### config.mk
export PLATFORM = sky130hd
export DESIGN_NAME = ps2_keyboard_event_and_command_engine
export DESIGN_NICKNAME = d
export VERILOG_FILES = /design/src/rtl/ps2kb_pkg.sv /design/src/rtl/ps2kb_decode.sv /design/src/rtl/ps2_keyboard_event_and_command_engine.sv
export SDC_FILE = /design/constraint.sdc
export NUM_CORES = 1
export LEC_CHECK = 0
export BUFFER_PORTS_ARGS = -buffer_cell sky130_fd_sc_hd__buf_2
export CORE_ASPECT_RATIO = 1.5
export CORE_UTILIZATION = 48
export DETAILED_ROUTE_END_ITERATION = 6
export GPL_TIMING_DRIVEN = 0
export PLACE_DENSITY = 0.67
export SLEW_MARGIN = 20
export SYNTH_ARGS = -nofsm -noshare
export SYNTH_HDL_FRONTEND = slang
export SYNTH_SLANG_ARGS = --single-unit
### constraint.sdc
create_clock -name clk -period 2.7 [get_ports clk]
set_input_delay 0.135 -clock clk [delete_from_list [all_inputs] [get_ports clk]]
set_output_delay 0.135 -clock clk [all_outputs]
set_load 0.01 [all_outputs]
### src/rtl/ps2kb_pkg.sv
package ps2kb_pkg;

  // item kinds on the input channel
  localparam logic [1:0] CMD_KEY  = 2'd0;
  localparam logic [1:0] CMD_TICK = 2'd1;
  localparam logic [1:0] CMD_HOST = 2'd2;

  // bytes sent to the host
  localparam logic [7:0] BYTE_EXT   = 8'hE0;
  localparam logic [7:0] BYTE_BREAK = 8'hF0;
  localparam logic [7:0] RSP_ACK    = 8'hFA;
  localparam logic [7:0] RSP_BAT_OK = 8'hAA;
  localparam logic [7:0] RSP_ID0    = 8'hAB;
  localparam logic [7:0] RSP_ID1    = 8'h83;
  localparam logic [7:0] RSP_ECHO   = 8'hEE;

  // host commands
  localparam logic [7:0] HCMD_NOP      = 8'h00;
  localparam logic [7:0] HCMD_RESET    = 8'hFF;
  localparam logic [7:0] HCMD_RESEND   = 8'hFE;
  localparam logic [7:0] HCMD_RATE     = 8'hF3;
  localparam logic [7:0] HCMD_SCAN_SET = 8'hF0;
  localparam logic [7:0] HCMD_LEDS     = 8'hED;
  localparam logic [7:0] HCMD_READ_ID  = 8'hF2;
  localparam logic [7:0] HCMD_ECHO     = 8'hEE;

  // modifier keys, normal set
  localparam logic [7:0] KEY_LCTRL  = 8'h14;
  localparam logic [7:0] KEY_LSHIFT = 8'h12;
  localparam logic [7:0] KEY_LALT   = 8'h11;
  localparam logic [7:0] KEY_RSHIFT = 8'h59;
  // modifier keys, E0 set
  localparam logic [7:0] KEY_LGUI   = 8'h1F;
  localparam logic [7:0] KEY_RGUI   = 8'h27;

  localparam int unsigned MAX_BYTES = 3;

  typedef enum logic [2:0] {
    TM_IDLE   = 3'b001,
    TM_DELAY  = 3'b010,
    TM_REPEAT = 3'b100
  } tm_mode_t;

  typedef struct packed {
    tm_mode_t    mode;
    logic [3:0]  delay_cnt;
    logic [7:0]  held_code;
    logic        held_ext;
    logic [7:0]  last_code;
    logic        last_ext;
    logic        last_pressed;
    logic        param_pend;
  } kb_state_t;

  typedef struct packed {
    logic [1:0] cmd;
    logic [7:0] key_code;
    logic       key_extended;
    logic       key_pressed;
    logic [7:0] host_byte;
    logic       host_parity_ok;
  } kb_item_t;

  typedef struct packed {
    logic [MAX_BYTES-1:0][7:0] bytes;
    logic [1:0]                cnt;
  } kb_burst_t;

  function automatic logic is_modifier(input logic [7:0] code, input logic ext);
    if (ext)
      return code == KEY_LGUI || code == KEY_LCTRL || code == KEY_LALT || code == KEY_RGUI;
    return code == KEY_LCTRL || code == KEY_LSHIFT || code == KEY_LALT || code == KEY_RSHIFT;
  endfunction

endpackage

### src/rtl/ps2kb_decode.sv
module ps2kb_decode
  import ps2kb_pkg::*;
(
  input  kb_item_t   item,
  input  kb_state_t  st,
  input  logic [3:0] repeat_delay,
  output kb_state_t  st_nxt,
  output kb_burst_t  burst
);

  logic       do_key;
  logic [7:0] ev_code;
  logic       ev_ext;
  logic       ev_pressed;
  logic [3:0] dc_inc;

  always_comb begin
    st_nxt      = st;
    burst.bytes = '0;
    burst.cnt   = 2'd0;
    do_key      = 1'b0;
    ev_code     = item.key_code;
    ev_ext      = item.key_extended;
    ev_pressed  = item.key_pressed;
    dc_inc      = st.delay_cnt + 4'd1;

    case (item.cmd)
      CMD_KEY: begin
        do_key = 1'b1;
      end
      CMD_TICK: begin
        case (st.mode)
          TM_DELAY: begin
            if (dc_inc == repeat_delay) begin
              st_nxt.mode      = TM_REPEAT;
              st_nxt.delay_cnt = 4'd0;
            end else begin
              st_nxt.delay_cnt = dc_inc;
            end
          end
          TM_REPEAT: begin
            if (st.held_ext) begin
              burst.bytes[0] = BYTE_EXT;
              burst.bytes[1] = st.held_code;
              burst.cnt      = 2'd2;
            end else begin
              burst.bytes[0] = st.held_code;
              burst.cnt      = 2'd1;
            end
          end
          default: begin
            st_nxt.delay_cnt = 4'd0;
          end
        endcase
      end
      CMD_HOST: begin
        if (st.param_pend) begin
          // parameter byte: value dropped, ack only on good parity
          st_nxt.param_pend = 1'b0;
          if (item.host_parity_ok) begin
            burst.bytes[0] = RSP_ACK;
            burst.cnt      = 2'd1;
          end
        end else begin
          case (item.host_byte)
            HCMD_NOP: begin
            end
            HCMD_RESET: begin
              burst.bytes[0] = RSP_ACK;
              burst.bytes[1] = RSP_BAT_OK;
              burst.cnt      = 2'd2;
            end
            HCMD_RESEND: begin
              do_key     = 1'b1;
              ev_code    = st.last_code;
              ev_ext     = st.last_ext;
              ev_pressed = st.last_pressed;
            end
            HCMD_RATE, HCMD_SCAN_SET, HCMD_LEDS: begin
              burst.bytes[0]    = RSP_ACK;
              burst.cnt         = 2'd1;
              st_nxt.param_pend = 1'b1;
            end
            HCMD_READ_ID: begin
              burst.bytes[0] = RSP_ACK;
              burst.bytes[1] = RSP_ID0;
              burst.bytes[2] = RSP_ID1;
              burst.cnt      = 2'd3;
            end
            HCMD_ECHO: begin
              burst.bytes[0] = RSP_ECHO;
              burst.cnt      = 2'd1;
            end
            default: begin
              burst.bytes[0] = RSP_ACK;
              burst.cnt      = 2'd1;
            end
          endcase
        end
      end
      default: begin
      end
    endcase

    if (do_key) begin
      st_nxt.last_code    = ev_code;
      st_nxt.last_ext     = ev_ext;
      st_nxt.last_pressed = ev_pressed;
      if (ev_pressed) begin
        if (ev_ext) begin
          burst.bytes[0] = BYTE_EXT;
          burst.bytes[1] = ev_code;
          burst.cnt      = 2'd2;
        end else begin
          burst.bytes[0] = ev_code;
          burst.cnt      = 2'd1;
        end
        // delay count deliberately kept on re-press
        if (!is_modifier(ev_code, ev_ext)) begin
          st_nxt.held_code = ev_code;
          st_nxt.held_ext  = ev_ext;
          st_nxt.mode      = TM_DELAY;
        end
      end else begin
        if (ev_ext) begin
          burst.bytes[0] = BYTE_EXT;
          burst.bytes[1] = BYTE_BREAK;
          burst.bytes[2] = ev_code;
          burst.cnt      = 2'd3;
        end else begin
          burst.bytes[0] = BYTE_BREAK;
          burst.bytes[1] = ev_code;
          burst.cnt      = 2'd2;
        end
        if (ev_code == st.held_code && ev_ext == st.held_ext) begin
          st_nxt.held_code = 8'h00;
          st_nxt.mode      = TM_IDLE;
        end
      end
    end
  end

endmodule

### src/rtl/ps2_keyboard_event_and_command_engine.sv
// Channel  Direction  Handshake               Payload
// in       input      in_valid / in_ready     cmd, key code/ext/pressed, host byte, parity
// out      output     out_valid / out_ready   out_byte, out_last_of_run
// cfg      input      cfg_wr_en               cfg_wr_data (repeat delay, 4 bits)
//
// An item is decoded in the cycle it is accepted; its 0 to 3 bytes are loaded into a
// byte buffer and leave one per cycle while out_ready is high.
// The byte buffer paces the input: in_ready is high when the buffer is empty or its
// final byte goes out in this cycle. Items that yield no bytes leave the buffer empty.
// Synchronous active-low reset empties the buffer and sets the repeat delay to 4.
module ps2_keyboard_event_and_command_engine
  import ps2kb_pkg::*;
(
  input  logic       clk,
  input  logic       rst_n,
  input  logic       in_valid,
  output logic       in_ready,
  input  logic [1:0] in_cmd,
  input  logic [7:0] in_key_code,
  input  logic       in_key_extended,
  input  logic       in_key_pressed,
  input  logic [7:0] in_host_byte,
  input  logic       in_host_parity_ok,
  output logic       out_valid,
  input  logic       out_ready,
  output logic [7:0] out_byte,
  output logic       out_last_of_run,
  input  logic       cfg_wr_en,
  input  logic [3:0] cfg_wr_data
);

  kb_state_t                 st_r, st_nxt;
  kb_item_t                  item;
  kb_burst_t                 burst;
  logic [3:0]                delay_cfg_r;
  logic [MAX_BYTES-1:0][7:0] bytes_r;
  logic [1:0]                cnt_r;
  logic                      in_acc;
  logic                      out_acc;

  assign item = '{cmd:            in_cmd,
                  key_code:       in_key_code,
                  key_extended:   in_key_extended,
                  key_pressed:    in_key_pressed,
                  host_byte:      in_host_byte,
                  host_parity_ok: in_host_parity_ok};

  ps2kb_decode u_decode (
    .item         (item),
    .st           (st_r),
    .repeat_delay (delay_cfg_r),
    .st_nxt       (st_nxt),
    .burst        (burst)
  );

  assign out_valid       = cnt_r != 2'd0;
  assign out_byte        = bytes_r[0];
  assign out_last_of_run = cnt_r == 2'd1;
  assign out_acc         = out_valid && out_ready;
  assign in_ready        = (cnt_r == 2'd0) || (cnt_r == 2'd1 && out_ready);
  assign in_acc          = in_valid && in_ready;

  always_ff @(posedge clk) begin
    if (!rst_n) begin
      delay_cfg_r <= 4'd4;
    end else if (cfg_wr_en) begin
      delay_cfg_r <= cfg_wr_data;
    end
  end

  always_ff @(posedge clk) begin
    if (!rst_n) begin
      st_r <= '{mode:         TM_IDLE,
                delay_cnt:    4'd0,
                held_code:    8'h00,
                held_ext:     1'b0,
                last_code:    8'h00,
                last_ext:     1'b0,
                last_pressed: 1'b0,
                param_pend:   1'b0};
    end else if (in_acc) begin
      st_r <= st_nxt;
    end
  end

  always_ff @(posedge clk) begin
    if (!rst_n) begin
      cnt_r <= 2'd0;
    end else if (in_acc) begin
      cnt_r <= burst.cnt;
    end else if (out_acc) begin
      cnt_r <= cnt_r - 2'd1;
    end
  end

  always_ff @(posedge clk) begin
    if (in_acc) begin
      bytes_r <= burst.bytes;
    end else if (out_acc) begin
      bytes_r[0] <= bytes_r[1];
      bytes_r[1] <= bytes_r[2];
    end
  end

  // repeat state always enters with a cleared delay count
  a_repeat_cnt_clear: assert property (@(posedge clk) disable iff (!rst_n)
    st_r.mode == TM_REPEAT |-> st_r.delay_cnt == 4'd0)
    else $error("delay count nonzero while repeating");

  // idle is reached only at reset or by the matching release, both of which clear the held code
  a_idle_no_held: assert property (@(posedge clk) disable iff (!rst_n)
    st_r.mode == TM_IDLE |-> st_r.held_code == 8'h00)
    else $error("held code kept while idle");

  a_no_overrun: assert property (@(posedge clk) disable iff (!rst_n)
    in_acc |-> (cnt_r == 2'd0 || (cnt_r == 2'd1 && out_acc)))
    else $error("transaction accepted over pending bytes");

  a_param_consumed: assert property (@(posedge clk) disable iff (!rst_n)
    in_acc && in_cmd == CMD_HOST && st_r.param_pend |=> !st_r.param_pend)
    else $error("parameter wait not cleared");

  a_mode_onehot: assert property (@(posedge clk) disable iff (!rst_n)
    $onehot(st_r.mode))
    else $error("typematic mode not one-hot");

endmodule
==> metrics.md <==
| Metric | Value |
|---|---|
| Tmin final | `2.61 ns` |
| R2R setup slack | `0.09 ns` |
| Worst r2r dst | `st_r[19]$_SDFFE_PN0P_` |
| Hold Vio Cnt, Final | `0` |
| Clk_lat worst skew | `roughly 0.35 ns` |
| Routed len/inst | `roughly 19 um` |
| Max_slew headroom | `47.0%` |
| CTS tree | `built` |
| Worst hold path endpoint | `delay_cfg_r[3]$_SDFFE_PN0P_` |
| Worst hold slack | `between 0.04 and 0.05 ns` |
| P_leak | `approximately 1.7 nW` |
| Seq cells post-synth | `57` |
| Nets | `around 470` |
| Hold Crit Start | `cfg_wr_data[3]` |
| Detail Route Antenna Nets | `0` |
| Placed instance count | `517` |
| Hold path cells | `3` |
| Layout cells sized above 1 | `22.1%` |
| PortBufs | `38` |
| Met1 Usage GRT | `32.8%` |
| Antenna Cells | `0` |
| Fraction of registers with async set/reset | `0%` |
| Worst min-delay path category | `input port to flop` |
| Placed Area | `between 4000 and 5000 um^2` |
| CTS sink cnt | `57` |
| Clock skew | `0.00711 ns` |
| Design Area, Final | `roughly 4200 um^2` |
| Xor-xnor portion of the synthesized cell area | `between 3 and 4%` |
| Arr. time, crit path | `~2.8 ns` |
| Starting density of the core | `50.3%` |
| Vias per inst | `6.05` |
| CORE AREA | `7320 um^2` |
| Pin count of the biggest net entering global routing | `21` |
| Vias in the first global route | `slightly above 3k` |
| Commonest non-fill, non-tap cell in the layout | `buf_2` |
| Clk pin slew, worst setup/hold paths | `0.06 ns` |
| First-pass GRT wire length | `16000 um` |
| Overflow after GRT | `0` |
| Ys flop type | `dfxtp_1` |
| # DRC | `0` |
| Status | `complete, no violations` |
| Crit Path Max Fanout | `10` |
| Avg Inst Size Synth | `slightly below 10 um^2` |
| FF-to-FF path depth | `8` |
| Fin cells | `~530` |
| Post-synthesis adder-cell area fraction | `2.65%` |
| Reg-to-Reg Start | `st_r[0]$_SDFFE_PN0P_` |
| Drt pass-1 iters | `6` |
| Seq/Total Area, Yosys | `37.5%` |
| Initial antenna violation count | `0` |
| Drt initial violations | `~240` |
| EDFF count, synth | `24` |
| CP endpoint kind | `flop` |
| Synth Cell Area | `3690 um^2` |
| Gate Count Post-Synth | `379` |
| Largest family of logic cells by synthesized area | `compound AO/OA/AOI/OAI gates` |
| Rows | `38` |
| Routing usage on met2 | `44.6%` |
| Number of distinct library cells after synthesis | `77` |
| CP startpoint kind | `flop` |
| H-tree levels | `3` |
| Synth Area in Simple Gates | `18.1%` |
| GRT Resource Usage Total | `27.1%` |
| Achievable Freq | `382 MHz` |
| Yosys warning count | `0` |
| Peak VDD IR | `approximately 0.37 mV` |
| Post-detail-place hpwl | `approximately 7500 um` |
| Grt peak-use layer | `met2` |
| Max cap viols | `0` |
| Cts bufs inserted | `9` |
| Slew Limit Fails | `0` |
| Mux share of post-synthesis cell area | `under 10%` |
| Routing usage on met3 | `approximately 4.3%` |
| Die W | `about 74 um` |
| Routed wire length | `~10000 um` |
| Actual slew at the worst max-slew pin | `0.786 ns` |
| Final setup vio count | `0` |
| IO Pins | `41` |
| Most frequent cells in the layout | `buf_2 (40), dfxtp_1 (33), nand2_1 (31), edfxtp_1 (24), nor2_1 (21)` |
| Syn_nets | `416` |
| Clk root buf | `clkbuf_8` |
| Final period util | `a little over nine tenths` |
| WS Path Type | `flop to flop` |
| Tot Pwr | `2.40 mW` |
| RSZ-0062 raised after global routing | `true` |
| Die area | `between 8000 and 9000 um^2` |
| GPL Wtd Cong | `0.928` |
| Synth Area in Compound Gates | `around 25%` |
| PD cells | `567 nW/um^2` |
| Clock Tree Buf Depth | `2` |
| Req. time, crit path | `2.92 ns` |
| Die H | `109 um` |
| Via count | `3230` |
| Area grow syn2layout | `15.0%` |
==> per-stage QoR <==
step / setup TNS, ns / utilization, % / setup WS (ns)
final: 0 / 57.9 / 0.0850
after global routing: -0.0216 / 57.9 / -0.0216
after CTS: 0 / 57.4 / 0.0208
after detailed placement: -2.41 / 54.6 / -0.188
after global placement: -2.21 / 54.6 / -0.181
after floorplan: 0 / - / 0.392
==> kinds of logic after synthesis <==
logic type                 after synthesis
AOI/OAI and AO/OA                      116
and+or+nand+nor                        119
muxes                                   21
adders and majority gates                8
DFF                                     57
xor gates and xnor gates                13
buffers and inverters                   45
==> flip-flops by register name, summed over array words and instances (netlist names) <==
signal       cells
bytes_r         16
out_byte         8
delay_cfg_r      4
cnt_r            2
st_r            27
==> timing repair <==
item / in CTS / in global routing
hold endpoints to repair: 1 / 0
resized for setup: 3 / 7
pin swaps: 0 / 0
endpoints found under the setup margin: 13 / 17
gates cloned: 0 / 0
setup buffers: 0 / 0
hold buffers: 1 / 0
==> area by class of cell <==
type	count	area, um^2
Fill cell	713	3080
Multi-Input combinational cell	277	2120
Sequential cell	57	1380
Timing Repair Buffer	39	200
Clock buffer	14	174
Buffer	26	159
Tap cell	100	125
Inverter	19	71.3
Clock inverter	2	10.0
==> synthesized netlist by cell type, drive strengths merged, types with 3 or more instances <==
| master | n | area share (%) |
|---|---|---|
| o2bb2ai | 10 | 2.4 |
| nor2b | 11 | 1.9 |
| nand3 | 7 | 0.95 |
| xnor2 | 9 | 2.1 |
| o211ai | 3 | 0.61 |
| nor4 | 5 | 0.85 |
| o2111ai | 4 | 1.1 |
| and3 | 3 | 0.64 |
| a21boi | 7 | 1.4 |
| o31ai | 4 | 0.81 |
| o211a | 10 | 2.7 |
| nand2 | 32 | 3.5 |
| a221oi | 11 | 2.8 |
| nand4 | 4 | 0.68 |
| nor3 | 7 | 0.95 |
| clkbuf | 13 | 1.3 |
| mux2i | 16 | 5.4 |
| o22ai | 4 | 0.68 |
| edfxtp | 24 | 20 |
| o21a | 6 | 1.2 |
| buf | 13 | 3.0 |
| or4 | 3 | 0.61 |
| ha | 7 | 2.4 |
| and4 | 3 | 0.75 |
| a21oi | 12 | 1.9 |
| dfxtp | 33 | 18 |
| inv | 18 | 1.8 |
| nor2 | 23 | 2.5 |
| nor3b | 3 | 0.61 |
| a31oi | 5 | 0.85 |
| a21o | 7 | 1.4 |
| xor2 | 3 | 0.71 |
| a211oi | 3 | 0.61 |
| o21ai | 12 | 1.6 |
| mux2 | 5 | 1.6 |
==> routing by layer <==
metal / vias up / part of all wire (%)
met5: - / 0
met4: 0 / 5.6
met3: 30 / 4.0
met2: 96 / 48
met1: 1555 / 42
li1: 1549 / -
==> worst max path at each step <==
| stage | from | end | slack (ns) | depth (start not counted) |
|---|---|---|---|---|
| floorplan | st_r[0]$_SDFFE_PN0P_ | bytes_r[14]$_DFFE_PP_ | 0.39 | 9 |
| global placement | in_cmd[0] | st_r[17]$_SDFFE_PN0P_ | -0.18 | 11 |
| detailed placement | in_cmd[0] | st_r[17]$_SDFFE_PN0P_ | -0.19 | 11 |
| CTS | st_r[0]$_SDFFE_PN0P_ | out_byte[7]$_DFFE_PP_ | 0.02 | 7 |
| global route | st_r[0]$_SDFFE_PN0P_ | bytes_r[17]$_DFFE_PP_ | -0.02 | 8 |
| finish | st_r[0]$_SDFFE_PN0P_ | st_r[19]$_SDFFE_PN0P_ | 0.09 | 8 |
==> power breakdown <==
| part | switching, mW | internal (mW) | total (mW) | leakage, nW |
|---|---|---|---|---|
| sequential | 0.0504 | 1.04 | 1.09 | 0.508 |
| combinational | 0.329 | 0.239 | 0.568 | 1.06 |
| clock | 0.335 | 0.412 | 0.746 | 0.0956 |
==> worst max-delay path, cell delays in order, from the launching register on <==
cell       delay, ns
dfxtp_1         0.35
and4bb_4        0.37
and3_4          0.21
buf_12          0.15
mux2i_2         0.42
o22ai_1         0.24
o41ai_4         0.49
nor2_4          0.11
o2bb2ai_1       0.14
Note: power is estimated with default switching activity, not from simulation.
